## src/hw/rtl/cau_pkg.sv

```systemverilog
package cau_pkg;

    localparam int COMP_W = 16;
    localparam int FRAC_W = 8;
    localparam int PROD_W = 2 * COMP_W;
    localparam int DEN_W  = PROD_W;
    localparam int DVD_W  = PROD_W + FRAC_W;
    localparam int Q_W    = COMP_W + 1;

    typedef enum logic [1:0] {
        MODE_ADD = 2'd0,
        MODE_SUB = 2'd1,
        MODE_MUL = 2'd2,
        MODE_DIV = 2'd3
    } t_mode;

    typedef struct packed {
        logic [1:0]               mode;
        logic signed [COMP_W-1:0] a_real;
        logic signed [COMP_W-1:0] a_imag;
        logic signed [COMP_W-1:0] b_real;
        logic signed [COMP_W-1:0] b_imag;
    } t_in;

    typedef struct packed {
        logic signed [COMP_W-1:0] res_real;
        logic signed [COMP_W-1:0] res_imag;
        logic                     div_zero;
        logic                     saturated;
    } t_out;

    // one divider lane: partial remainder, remaining dividend, quotient bits, overflow and sign flags
    typedef struct packed {
        logic [DEN_W-1:0] rem;
        logic [DVD_W-1:0] dvd;
        logic [Q_W-1:0]   q;
        logic             ovf;
        logic             neg;
    } t_lane;

    // data that travels alongside the divider lanes
    typedef struct packed {
        logic              valid;
        logic              is_div;
        logic              dz;
        logic [COMP_W-1:0] re;
        logic [COMP_W-1:0] im;
        logic              sat;
        logic [DEN_W-1:0]  den;
    } t_side;

endpackage

```

## src/hw/rtl/cau_cell.sv

```systemverilog
module cau_cell (
    input  logic          i_clk,
    input  logic          i_rst_n,
    input  logic          i_en,
    input  cau_pkg::t_side i_side,
    input  cau_pkg::t_lane i_lane_re,
    input  cau_pkg::t_lane i_lane_im,
    output cau_pkg::t_side o_side,
    output cau_pkg::t_lane o_lane_re,
    output cau_pkg::t_lane o_lane_im
);
    import cau_pkg::*;

    t_side r_side;
    t_lane r_lane_re;
    t_lane r_lane_im;
    t_lane n_lane_re;
    t_lane n_lane_im;

    // one restoring division step
    function automatic t_lane div_step(input t_lane l, input logic [DEN_W-1:0] den);
        logic [DEN_W:0] rem2;
        logic [DEN_W:0] diff;
        logic           ge;
        t_lane          r;
        rem2  = {l.rem, l.dvd[DVD_W-1]};
        diff  = rem2 - {1'b0, den};
        ge    = (rem2 >= {1'b0, den});
        r.rem = ge ? diff[DEN_W-1:0] : rem2[DEN_W-1:0];
        r.dvd = {l.dvd[DVD_W-2:0], 1'b0};
        r.q   = {l.q[Q_W-2:0], ge};
        r.ovf = l.ovf | l.q[Q_W-1];
        r.neg = l.neg;
        return r;
    endfunction

    always_comb begin
        n_lane_re = div_step(i_lane_re, i_side.den);
        n_lane_im = div_step(i_lane_im, i_side.den);
    end

    always_ff @(posedge i_clk) begin
        if (!i_rst_n) begin
            r_side.valid <= 1'b0;
        end else if (i_en) begin
            r_side <= i_side;
        end
    end

    always_ff @(posedge i_clk) begin
        if (i_en) begin
            r_lane_re <= n_lane_re;
            r_lane_im <= n_lane_im;
        end
    end

    assign o_side    = r_side;
    assign o_lane_re = r_lane_re;
    assign o_lane_im = r_lane_im;

endmodule

```

## config.mk

```make
export PLATFORM = sky130hd
export DESIGN_NAME = cau_cell
export DESIGN_NICKNAME = d
export VERILOG_FILES = /design/src/hw/rtl/cau_pkg.sv /design/src/hw/rtl/cau_cell.sv
export SDC_FILE = /design/constraint.sdc
export NUM_CORES = 1
export LEC_CHECK = 0
export ABC_AREA = 1
export BUFFER_PORTS_ARGS = -buffer_cell sky130_fd_sc_hd__buf_2
export CORE_AREA = 2 2 194 196
export DETAILED_ROUTE_END_ITERATION = 8
export DIE_AREA = 0 0 196 198
export PLACE_DENSITY_LB_ADDON = 0.08
export SLEW_MARGIN = 20
export SYNTH_ARGS = -nofsm -noshare
export SYNTH_HDL_FRONTEND = slang
export SYNTH_SLANG_ARGS = --single-unit
```

## constraint.sdc

```tcl
create_clock -name i_clk -period 5.25 [get_ports i_clk]
set_input_delay 0.2625 -clock i_clk [delete_from_list [all_inputs] [get_ports i_clk]]
set_output_delay 0.2625 -clock i_clk [all_outputs]
set_load 0.01 [all_outputs]
```

==> results.sh, run 1 <==
export IMPL_ios=503
export IMPL_grt_first_pass_wirelength_um=70800
export IMPL_powerDensity_nw_per_um2=288
export IMPL_die_width_um=196
export IMPL_clk_pin_slew_ps=60
export IMPL_synth_cells=1553
export IMPL_critPathSlowestCell="dlygate4sd3_1"
export IMPL_insertion_delay_ps=560
export IMPL_crit_top_cell="nand2_1"
export IMPL_power_clock_fraction_pct=32.6
export IMPL_p_int_mw=3.94
export IMPL_worstMarginPinSlew_ps=972
export IMPL_root_buffer="clkbuf_16"
export IMPL_max_freq_mhz=319
export IMPL_start_util_pct=37.1
export IMPL_synthesis_area_um2=13700
export IMPL_vdd_ir_drop_worst_mv=0.196
export IMPL_drive_gt1_share_pct=26.2
export IMPL_combPwrFrac_pct=23.4
export IMPL_cp_cell_sequence="dlygate4sd3_1, buf_2, inv_1, ha_1, nand2_1, nor2_1, nand2_1, nor3_2, nand2_2, nand2_8, nand3_1, nand2_1"
export IMPL_grt_pass1_vias=12500
export IMPL_die_area_um2=38800
export IMPL_grt_max_degree=63
export IMPL_rsz0062_at_grt="no"
export IMPL_post_route_drc_count=0
export IMPL_critPathLaunch="i_side[28]"
export IMPL_synthToLayoutAreaGrowth_pct=41.4
export IMPL_synth_cell_types=35
export IMPL_wl_per_cell_um=17.5
export IMPL_worst_path_max_fanout=35
export IMPL_cp_required_ps=5660
export IMPL_synth_seq_area_share_pct=54.2
export IMPL_io_buffers=500
export IMPL_seq_power_share_pct=44.0
export IMPL_path_delay_family="simple AND/OR/NAND/NOR gates"
export IMPL_num_rows=71
export IMPL_p_sw_mw=1.64
export IMPL_slowest_delay_ps=520
export IMPL_first_pass_iters=5
export IMPL_finalSetupViolCount=0
export IMPL_finalClockSkew_ps=0
export IMPL_synth_edf_count=247
export IMPL_gp_congestion=0.956
export IMPL_ys_seq_elements=248
export IMPL_die_y_um=198
export IMPL_fin_crit_ps=3140
export IMPL_status="finished clean"
export IMPL_min_delay_start="i_lane_re[64]"
export IMPL_synth_area_leader_cell="edfxtp_1"
export IMPL_track_usage_pct=24.0
export IMPL_synth_common_cells="nand2_1, inv_1, edfxtp_1"
export IMPL_fin_ws_ps=2110
export IMPL_rr_startpoint="o_side[67]$_SDFFE_PN0P_"
export IMPL_cap_viol_max_count=0
export IMPL_final_nets=2571
export IMPL_dpl_hpwl_um=37900
export IMPL_slew_viol_final=0
export IMPL_ff2ff_setup_slack_ps=4050
export IMPL_core_um2=37000
export IMPL_finalHoldViolCount=0
export IMPL_antenna_found_initial=5
export IMPL_cts_tree="done"
export IMPL_synth_ff_type="edfxtp_1"
export IMPL_fillers=3570
export IMPL_yosysMostFrequentCell="nand2_1"
export IMPL_synth_top_cells_by_area="edfxtp_1, nand2_1, inv_1"
export IMPL_ant_nets=0
export IMPL_post_place_ws_ps=2210
export IMPL_h_tree_depth=1
export IMPL_num_vias=12700
export IMPL_timing_slew_headroom_pct=35.1
export IMPL_cts_max_path_buffers=3
export IMPL_cts_sinks=248
export IMPL_synth_top_area_share_pct=54.1
export IMPL_power_leakage_nw=9.85
export IMPL_avgSynthCellArea_um2=8.83
export IMPL_numCtsBuffers=28
export IMPL_via_per_inst=4.61
export IMPL_finalSetupTns_ps=0
export IMPL_min_period_over_period_pct=59.8
export IMPL_endpoint_kind="flop"
export IMPL_p_sw_share_pct=29.4
export IMPL_drt_iter0_drc=645
export IMPL_yosys_warnings=0
export IMPL_worstSetupPathType="input port to flop"
export IMPL_grt_overflow=0
export IMPL_async_flop_share_pct=0
export IMPL_critPathLaunchType="input port"
export IMPL_hold_path_class="input port to flop"
export IMPL_crit_buf_inv=3
export IMPL_cp_arrival_ps=3540
export IMPL_wl_um=48100
-- power by group through the flow --
stage / logic [mW] / clock network [mW] / registers [mW]
final: 1.31 / 1.82 / 2.45
after global routing: 1.45 / 1.93 / 2.47
after CTS: 1.31 / 1.87 / 2.45
after detailed placement: 1.20 / 0 / 2.49
after global placement: 1.20 / 0 / 2.49
after floorplan: 0.571 / 0 / 2.60
-- stage by stage --
step / utilization, % / power (mW) / hold WS (ps) / area, µm² / std cells
finish: 52.5 / 5.58 / 25.0 / 19400 / 2750
global route: 52.4 / 5.85 / 17.7 / 19400 / 2749
CTS: 52.4 / 5.64 / 3.19 / 19400 / 2745
detailed placement: 45.2 / 3.69 / 441 / 16700 / 2512
global placement: 45.2 / 3.69 / 439 / 16700 / 2512
floorplan: - / 3.17 / 356 / 13700 / 1554
-- worst reg2reg max path: stages (launching register included) --
cell and delay, ps:
dfxtp_1 300, o21ai_0 160, a21oi_1 50, dlygate4sd3_1 570
-- registers in the layout, indices dropped and copies added, names as in the netlist --
register,count
o_lane_im,90
o_lane_re,90
o_side,68
-- timing repair --
| item | CTS | global route |
|---|---|---|
| endpoints found under the setup margin | 0 | 0 |
| hold buffers | 184 | 0 |
| endpoints found under the hold margin | 181 | 0 |
| resized for setup | 0 | 0 |
| buffers inserted | 0 | 0 |
-- final cells by class --
type	instances	area [µm²]	share of cell area, %
multi-input combinational	1001	5050	26.1
clock inverter	16	118	0.607
clock buffer	33	719	3.71
antenna	5	12.5	0.0645
inverter	284	1070	5.50
timing repair buffer	689	4390	22.6
tap	474	593	3.06
sequential	248	7440	38.4
-- logic make-up (layout without fill, tap and decap cells) --
kind of cell             Yosys count  after routing  share of synthesized area [%]
adder cells (fa/ha/maj)           66             66                           6.13
XOR/XNOR                          28             28                           1.79
flip-flops                       248            248                           54.2
other                              1              7                         0.0274
buffers and inverters            305           1022                           8.94
AND/OR/NAND/NOR                  858            858                           27.1
AO/OA/AOI/OAI                     47             47                           1.80
-- metal layers --
metal	GRT usage (%)	vias up	part of all wire, %
met4	7.15	2	2.3
met5	0	-	0.019
met3	3.17	72	5.6
met1	31.1	5858	43
met2	42.1	409	49
li1	-	6344	-
-- placed cells by master (no fill, tap or decap), types with 3 or more instances in the layout --
cell           netlist  final
a21oi_1             39     39
and2_1              10     10
buf_2               13    499
buf_4                2      5
clkbuf_1             0      5
clkbuf_16            0     28
clkinv_1             0      6
clkinv_2             0      5
diode_2              0      5
dlygate4sd3_1        0    184
edfxtp_1           247    247
ha_1                64     64
inv_1              280    279
inv_2                4      5
nand2_1            584    584
nand2_2              6      6
nand2_4              4      4
nand3_1            111    111
nand3_2             17     17
nand3b_1            11     11
nand4_1              5      5
nor2_1              75     75
nor2_2              10     10
nor3_1              14     14
o21ai_0              4      4
o21bai_1             3      3
or2_2                3      3
xor2_1              26     26
-- path summary, 6_finish.rpt --
kind                              to  depth (start not counted)
max          o_lane_im[90]$_DFFE_PP_                         12
min          o_lane_re[65]$_DFFE_PP_                          3
max reg2reg  o_side[67]$_SDFFE_PN0P_                          3
min reg2reg  o_side[67]$_SDFFE_PN0P_                          3
(Power assumes the default switching activity.)
==> inputs of run 2 (changes only) <==
- clock period: 5.25 -> 2.9 ns (I/O delays scaled with it)
==> results.sh, run 2 (same netlist as run 1, synthesis figures left out) <==
export IMPL_finalSetupViolCount=0
export IMPL_rsz0062_at_grt="no"
export IMPL_clk_pin_slew_ps=60
export IMPL_gp_congestion=0.907
export IMPL_worst_path_max_fanout=33
export IMPL_grt_max_degree=89
export IMPL_numCtsBuffers=28
export IMPL_wl_per_cell_um=17.0
export IMPL_num_vias=12900
export IMPL_slew_viol_final=0
export IMPL_status="finished clean"
export IMPL_die_area_um2=38800
export IMPL_drt_iter0_drc=802
export IMPL_cts_max_path_buffers=3
export IMPL_finalClockSkew_ps=0
export IMPL_cap_viol_max_count=0
export IMPL_endpoint_kind="flop"
export IMPL_grt_first_pass_wirelength_um=71200
export IMPL_ant_nets=0
export IMPL_antenna_found_initial=2
export IMPL_max_freq_mhz=393
export IMPL_worstMarginPinSlew_ps=540
export IMPL_vdd_ir_drop_worst_mv=0.433
export IMPL_num_rows=71
export IMPL_h_tree_depth=1
export IMPL_hold_ws_ps=120
export IMPL_worstSetupPathType="input port to flop"
export IMPL_final_common_cell="nand2_1"
export IMPL_drive_gt1_share_pct=25.5
export IMPL_hold_path_class="input port to flop"
export IMPL_grt_overflow=0
export IMPL_fin_crit_ps=2550
export IMPL_post_route_drc_count=0
export IMPL_placed_area_um2=16700
export IMPL_cts_sinks=248
export IMPL_finalHoldViolCount=0
export IMPL_via_per_inst=4.58
export IMPL_powerDensity_nw_per_um2=507
export IMPL_synthToLayoutAreaGrowth_pct=46.4
export IMPL_first_pass_iters=7
export IMPL_grt_pass1_vias=12700
export IMPL_min_period_over_period_pct=87.8
export IMPL_die_y_um=198
export IMPL_start_util_pct=37.1
export IMPL_io_buffers=500
export IMPL_ios=503
export IMPL_dpl_hpwl_um=37100
export IMPL_track_usage_pct=24.0
export IMPL_cp_required_ps=3210
export IMPL_timing_slew_headroom_pct=64.0
export IMPL_critPathLaunchType="input port"
export IMPL_post_cts_buffers=0
export IMPL_diodes=0
export IMPL_wl_um=47900
export IMPL_cts_tree="done"
export IMPL_root_buffer="clkbuf_16"
export IMPL_power_leakage_nw=10.2
export IMPL_core_um2=37000
export IMPL_insertion_delay_ps=550
export IMPL_final_nets=2639
export IMPL_finalSetupTns_ps=0
export IMPL_cp_arrival_ps=2860
export IMPL_final_cell_mix="nand2_1, buf_2, inv_1"
export IMPL_fin_area_um2=20100
export IMPL_die_width_um=196
## run 2: cell types whose count changed in the layout (fill, tap and decap cells not counted)
cell and change:
clkinvlp_4 -2, buf_4 +1, inv_6 +1, buf_12 +2, clkinv_4 +1, clkinv_2 -3
dlygate4sd3_1 +65, clkbuf_1 +2, clkinv_1 +2, diode_2 -5
## run 2: timing repair
item,CTS,global route
endpoints found under the hold margin,256,0
hold buffers,249,0
resized for setup,0,0
## run 2: worst paths after layout
check                                             start  slack, ps                 endpoint  depth (start not counted)
worst min register to register  o_side[67]$_SDFFE_PN0P_       1160  o_side[67]$_SDFFE_PN0P_                          3
worst max-delay path                          i_side[4]        350  o_lane_re[84]$_DFFE_PP_                         15
worst max register to register  o_side[67]$_SDFFE_PN0P_       1640  o_side[67]$_SDFFE_PN0P_                          3
worst min-delay path                      i_lane_im[59]        120  o_lane_im[60]$_DFFE_PP_                          3
## run 2: worst max-delay path, stage by stage
cell           delay, ps
dlygate4sd3_1        540
buf_2                130
inv_1                140
ha_1                 300
nand2_1               80
nand2_1               90
nand3b_2             290
nand2_2              110
nand2_4               70
nand2_4               70
nand2_4               50
nand2_4              330
nand2_8              250
nand2_1              140
nand2_1               70
## run 2: metrics by stage
stage / total power [mW] / cells / setup WS [ps] / utilization [%]
after floorplan: 5.74 / 1554 / 995 / -
after global placement: 6.68 / 2515 / 407 / 45.3
after detailed placement: 6.69 / 2515 / 336 / 45.3
after CTS: 10.3 / 2814 / 390 / 54.3
after global routing: 10.7 / 2814 / 180 / 54.3
final: 10.2 / 2814 / 353 / 54.3
## run 2: cell type report
cell class	instances	area (µm²)
clock inverters	15	113
clock buffers	35	727
multi-input cells	1001	5050
repair buffers	757	5090
well taps	474	593
fillers	3493	16900
inverters	284	1070
flip-flops and latches	248	7440
## run 2: routing by layer
metal / vias to the layer above / part of all wire [%] / track usage [%]
met5: - / 0.050 / 0
met4: 4 / 2.5 / 7.30
met3: 67 / 5.3 / 3.15
li1: 6464 / - / -
met1: 5955 / 43 / 30.9
met2: 401 / 49 / 42.3
## run 2: where the power goes
part / leakage, nW / internal (mW) / switching [mW]
Clock: 0.407 / 1.86 / 1.43
Combinational: 7.35 / 0.994 / 1.46
Sequential: 2.40 / 4.36 / 0.0865
==> inputs of run 3 (changes only) <==
--- a/config.mk
+++ b/config.mk
@@ -13,2 +13,3 @@
 export PLACE_DENSITY_LB_ADDON = 0.08
+export REMOVE_ABC_BUFFERS = 1
 export SLEW_MARGIN = 20
==> constraint.sdc (replaced) <==
create_clock -name i_clk -period 2.9 [get_ports i_clk]
set_input_delay 0.29 -clock i_clk [delete_from_list [all_inputs] [get_ports i_clk]]
set_output_delay 0.29 -clock i_clk [all_outputs]
set_load 0.01 [all_outputs]
==> results.sh, run 3 (same netlist as run 1, synthesis figures left out) <==
export IMPL_timing_slew_headroom_pct=54.3
export IMPL_root_buffer="clkbuf_16"
export IMPL_cp_arrival_ps=2990
export IMPL_clk_pin_slew_ps=60
export IMPL_drive_gt1_share_pct=26.5
export IMPL_track_usage_pct=24.7
export IMPL_hold_ws_ps=23.8
export IMPL_die_area_um2=38800
export IMPL_cts_resized=0
export IMPL_vdd_ir_drop_worst_mv=0.469
export IMPL_cp_required_ps=3210
export IMPL_dpl_hpwl_um=38300
export IMPL_insertion_delay_ps=570
export IMPL_wl_um=48700
export IMPL_rsz0062_at_grt="no"
export IMPL_ctsHoldBuffers=184
export IMPL_die_y_um=198
export IMPL_ios=503
export IMPL_final_cell_mix="nand2_1, buf_2, inv_1"
export IMPL_via_per_inst=4.59
export IMPL_p_sw_mw=3.03
export IMPL_max_freq_mhz=374
export IMPL_worst_path_max_fanout=33
export IMPL_synthToLayoutAreaGrowth_pct=42.7
export IMPL_cts_sinks=248
export IMPL_finalSetupViolCount=0
export IMPL_fin_crit_ps=2680
export IMPL_h_tree_depth=1
export IMPL_start_util_pct=37.1
export IMPL_wl_per_cell_um=17.7
export IMPL_ant_nets=0
export IMPL_numCtsBuffers=28
export IMPL_grt_pass1_vias=12600
export IMPL_grt_first_pass_wirelength_um=72300
export IMPL_endpoint_kind="flop"
export IMPL_worstSetupPathType="input port to flop"
export IMPL_io_buffers=500
export IMPL_post_route_drc_count=0
export IMPL_power_leakage_nw=9.95
export IMPL_num_rows=71
export IMPL_post_cts_buffers=0
export IMPL_final_common_cell="nand2_1"
export IMPL_antenna_found_initial=6
export IMPL_combPwrFrac_pct=22.8
export IMPL_min_period_over_period_pct=92.3
export IMPL_cts_max_path_buffers=3
export IMPL_p_int_mw=7.44
export IMPL_powerDensity_nw_per_um2=535
export IMPL_multi_input_area_um2=5050
export IMPL_drt_iter0_drc=631
export IMPL_cts_tree="done"
export IMPL_gp_congestion=0.942
export IMPL_grt_max_degree=110
export IMPL_power_clock_fraction_pct=34.8
export IMPL_fin_ws_ps=223
export IMPL_core_um2=37000
export IMPL_slew_viol_final=0
export IMPL_finalClockSkew_ps=0
export IMPL_cap_viol_max_count=0
export IMPL_post_place_ws_ps=236
export IMPL_hold_path_class="input port to flop"
export IMPL_fillers=3521
export IMPL_num_vias=12600
export IMPL_first_pass_iters=5
export IMPL_finalHoldViolCount=0
export IMPL_seq_power_share_pct=42.4
export IMPL_register_area_um2=7440
export IMPL_p_sw_share_pct=28.9
export IMPL_critPathLaunchType="input port"
export IMPL_die_width_um=196
export IMPL_status="finished clean"
export IMPL_final_nets=2577
export IMPL_worstMarginPinSlew_ps=686
export IMPL_grt_overflow=0
export IMPL_finalSetupTns_ps=0
## run 3: changes by cell type in the layout (fill, tap and decap cells not counted), moves of 2 or more
cell and change:
clkbuf_1 -4, diode_2 +2, inv_6 +2, buf_4 +3, dlygate4sd3_1 -65, bufinv_16 +3
## run 3: final timing paths
| path | from | to | slack, ps | cells past startpoint |
|---|---|---|---|---|
| setup / recovery | i_side[15] | o_lane_re[81]$_DFFE_PP_ | 220 | 16 |
| hold reg to reg | o_side[67]$_SDFFE_PN0P_ | o_side[67]$_SDFFE_PN0P_ | 1110 | 3 |
| setup reg to reg | o_side[67]$_SDFFE_PN0P_ | o_side[67]$_SDFFE_PN0P_ | 1700 | 3 |
| hold / removal | i_side[1] | o_side[1]$_DFFE_PP_ | 20 | 1 |
## run 3: area by class of cell
type                    count  share of cell area, %
well taps                 474                   3.03
flip-flops and latches    248                   38.0
inverters                 284                   5.45
diodes                      2                 0.0256
multi-input cells        1001                   25.8
repair buffers            695                   22.8
clock inverters            20                   1.22
clock buffers              31                   3.64
## run 3: layer usage
metal,up-vias,GRT usage (%),share of wire (%)
met3,85,3.95,5.6
met5,-,0,0.092
met4,6,8.87,3.4
met2,376,43.7,49
li1,6338,-,-
met1,5830,30.5,42
## run 3: power by group through the flow
stage | clock network, mW | logic, mW | registers [mW]
floorplan | 0 | 1.00 | 4.71
global placement | 0 | 2.18 | 4.51
detailed placement | 0 | 2.19 | 4.51
CTS | 3.75 | 2.40 | 4.44
global route | 3.86 | 2.64 | 4.47
finish | 3.64 | 2.39 | 4.44
## run 3: critical path, cell delays in order
cell and delay (ps):
dlygate4sd3_1 570, buf_2 140, inv_1 90, ha_1 380
nand2_1 170, inv_1 50, nand2_1 60, nand2_1 60
inv_1 60, nand2_1 80, inv_1 120, nand2_4 70
nand2_4 360, nand2_8 270, nand2_1 140, nand2_1 60
## run 3: per-stage QoR
stage / utilization [%] / total power, mW / cells / area, µm²
3_3_place_gp: 45.4 / 6.69 / 2518 / 16800
3_5_place_dp: 45.4 / 6.71 / 2518 / 16800
2_1_floorplan: - / 5.71 / 1533 / 13600
5_1_grt: 52.9 / 11.0 / 2755 / 19600
4_1_cts: 52.9 / 10.6 / 2753 / 19600
6_report: 52.9 / 10.5 / 2755 / 19600
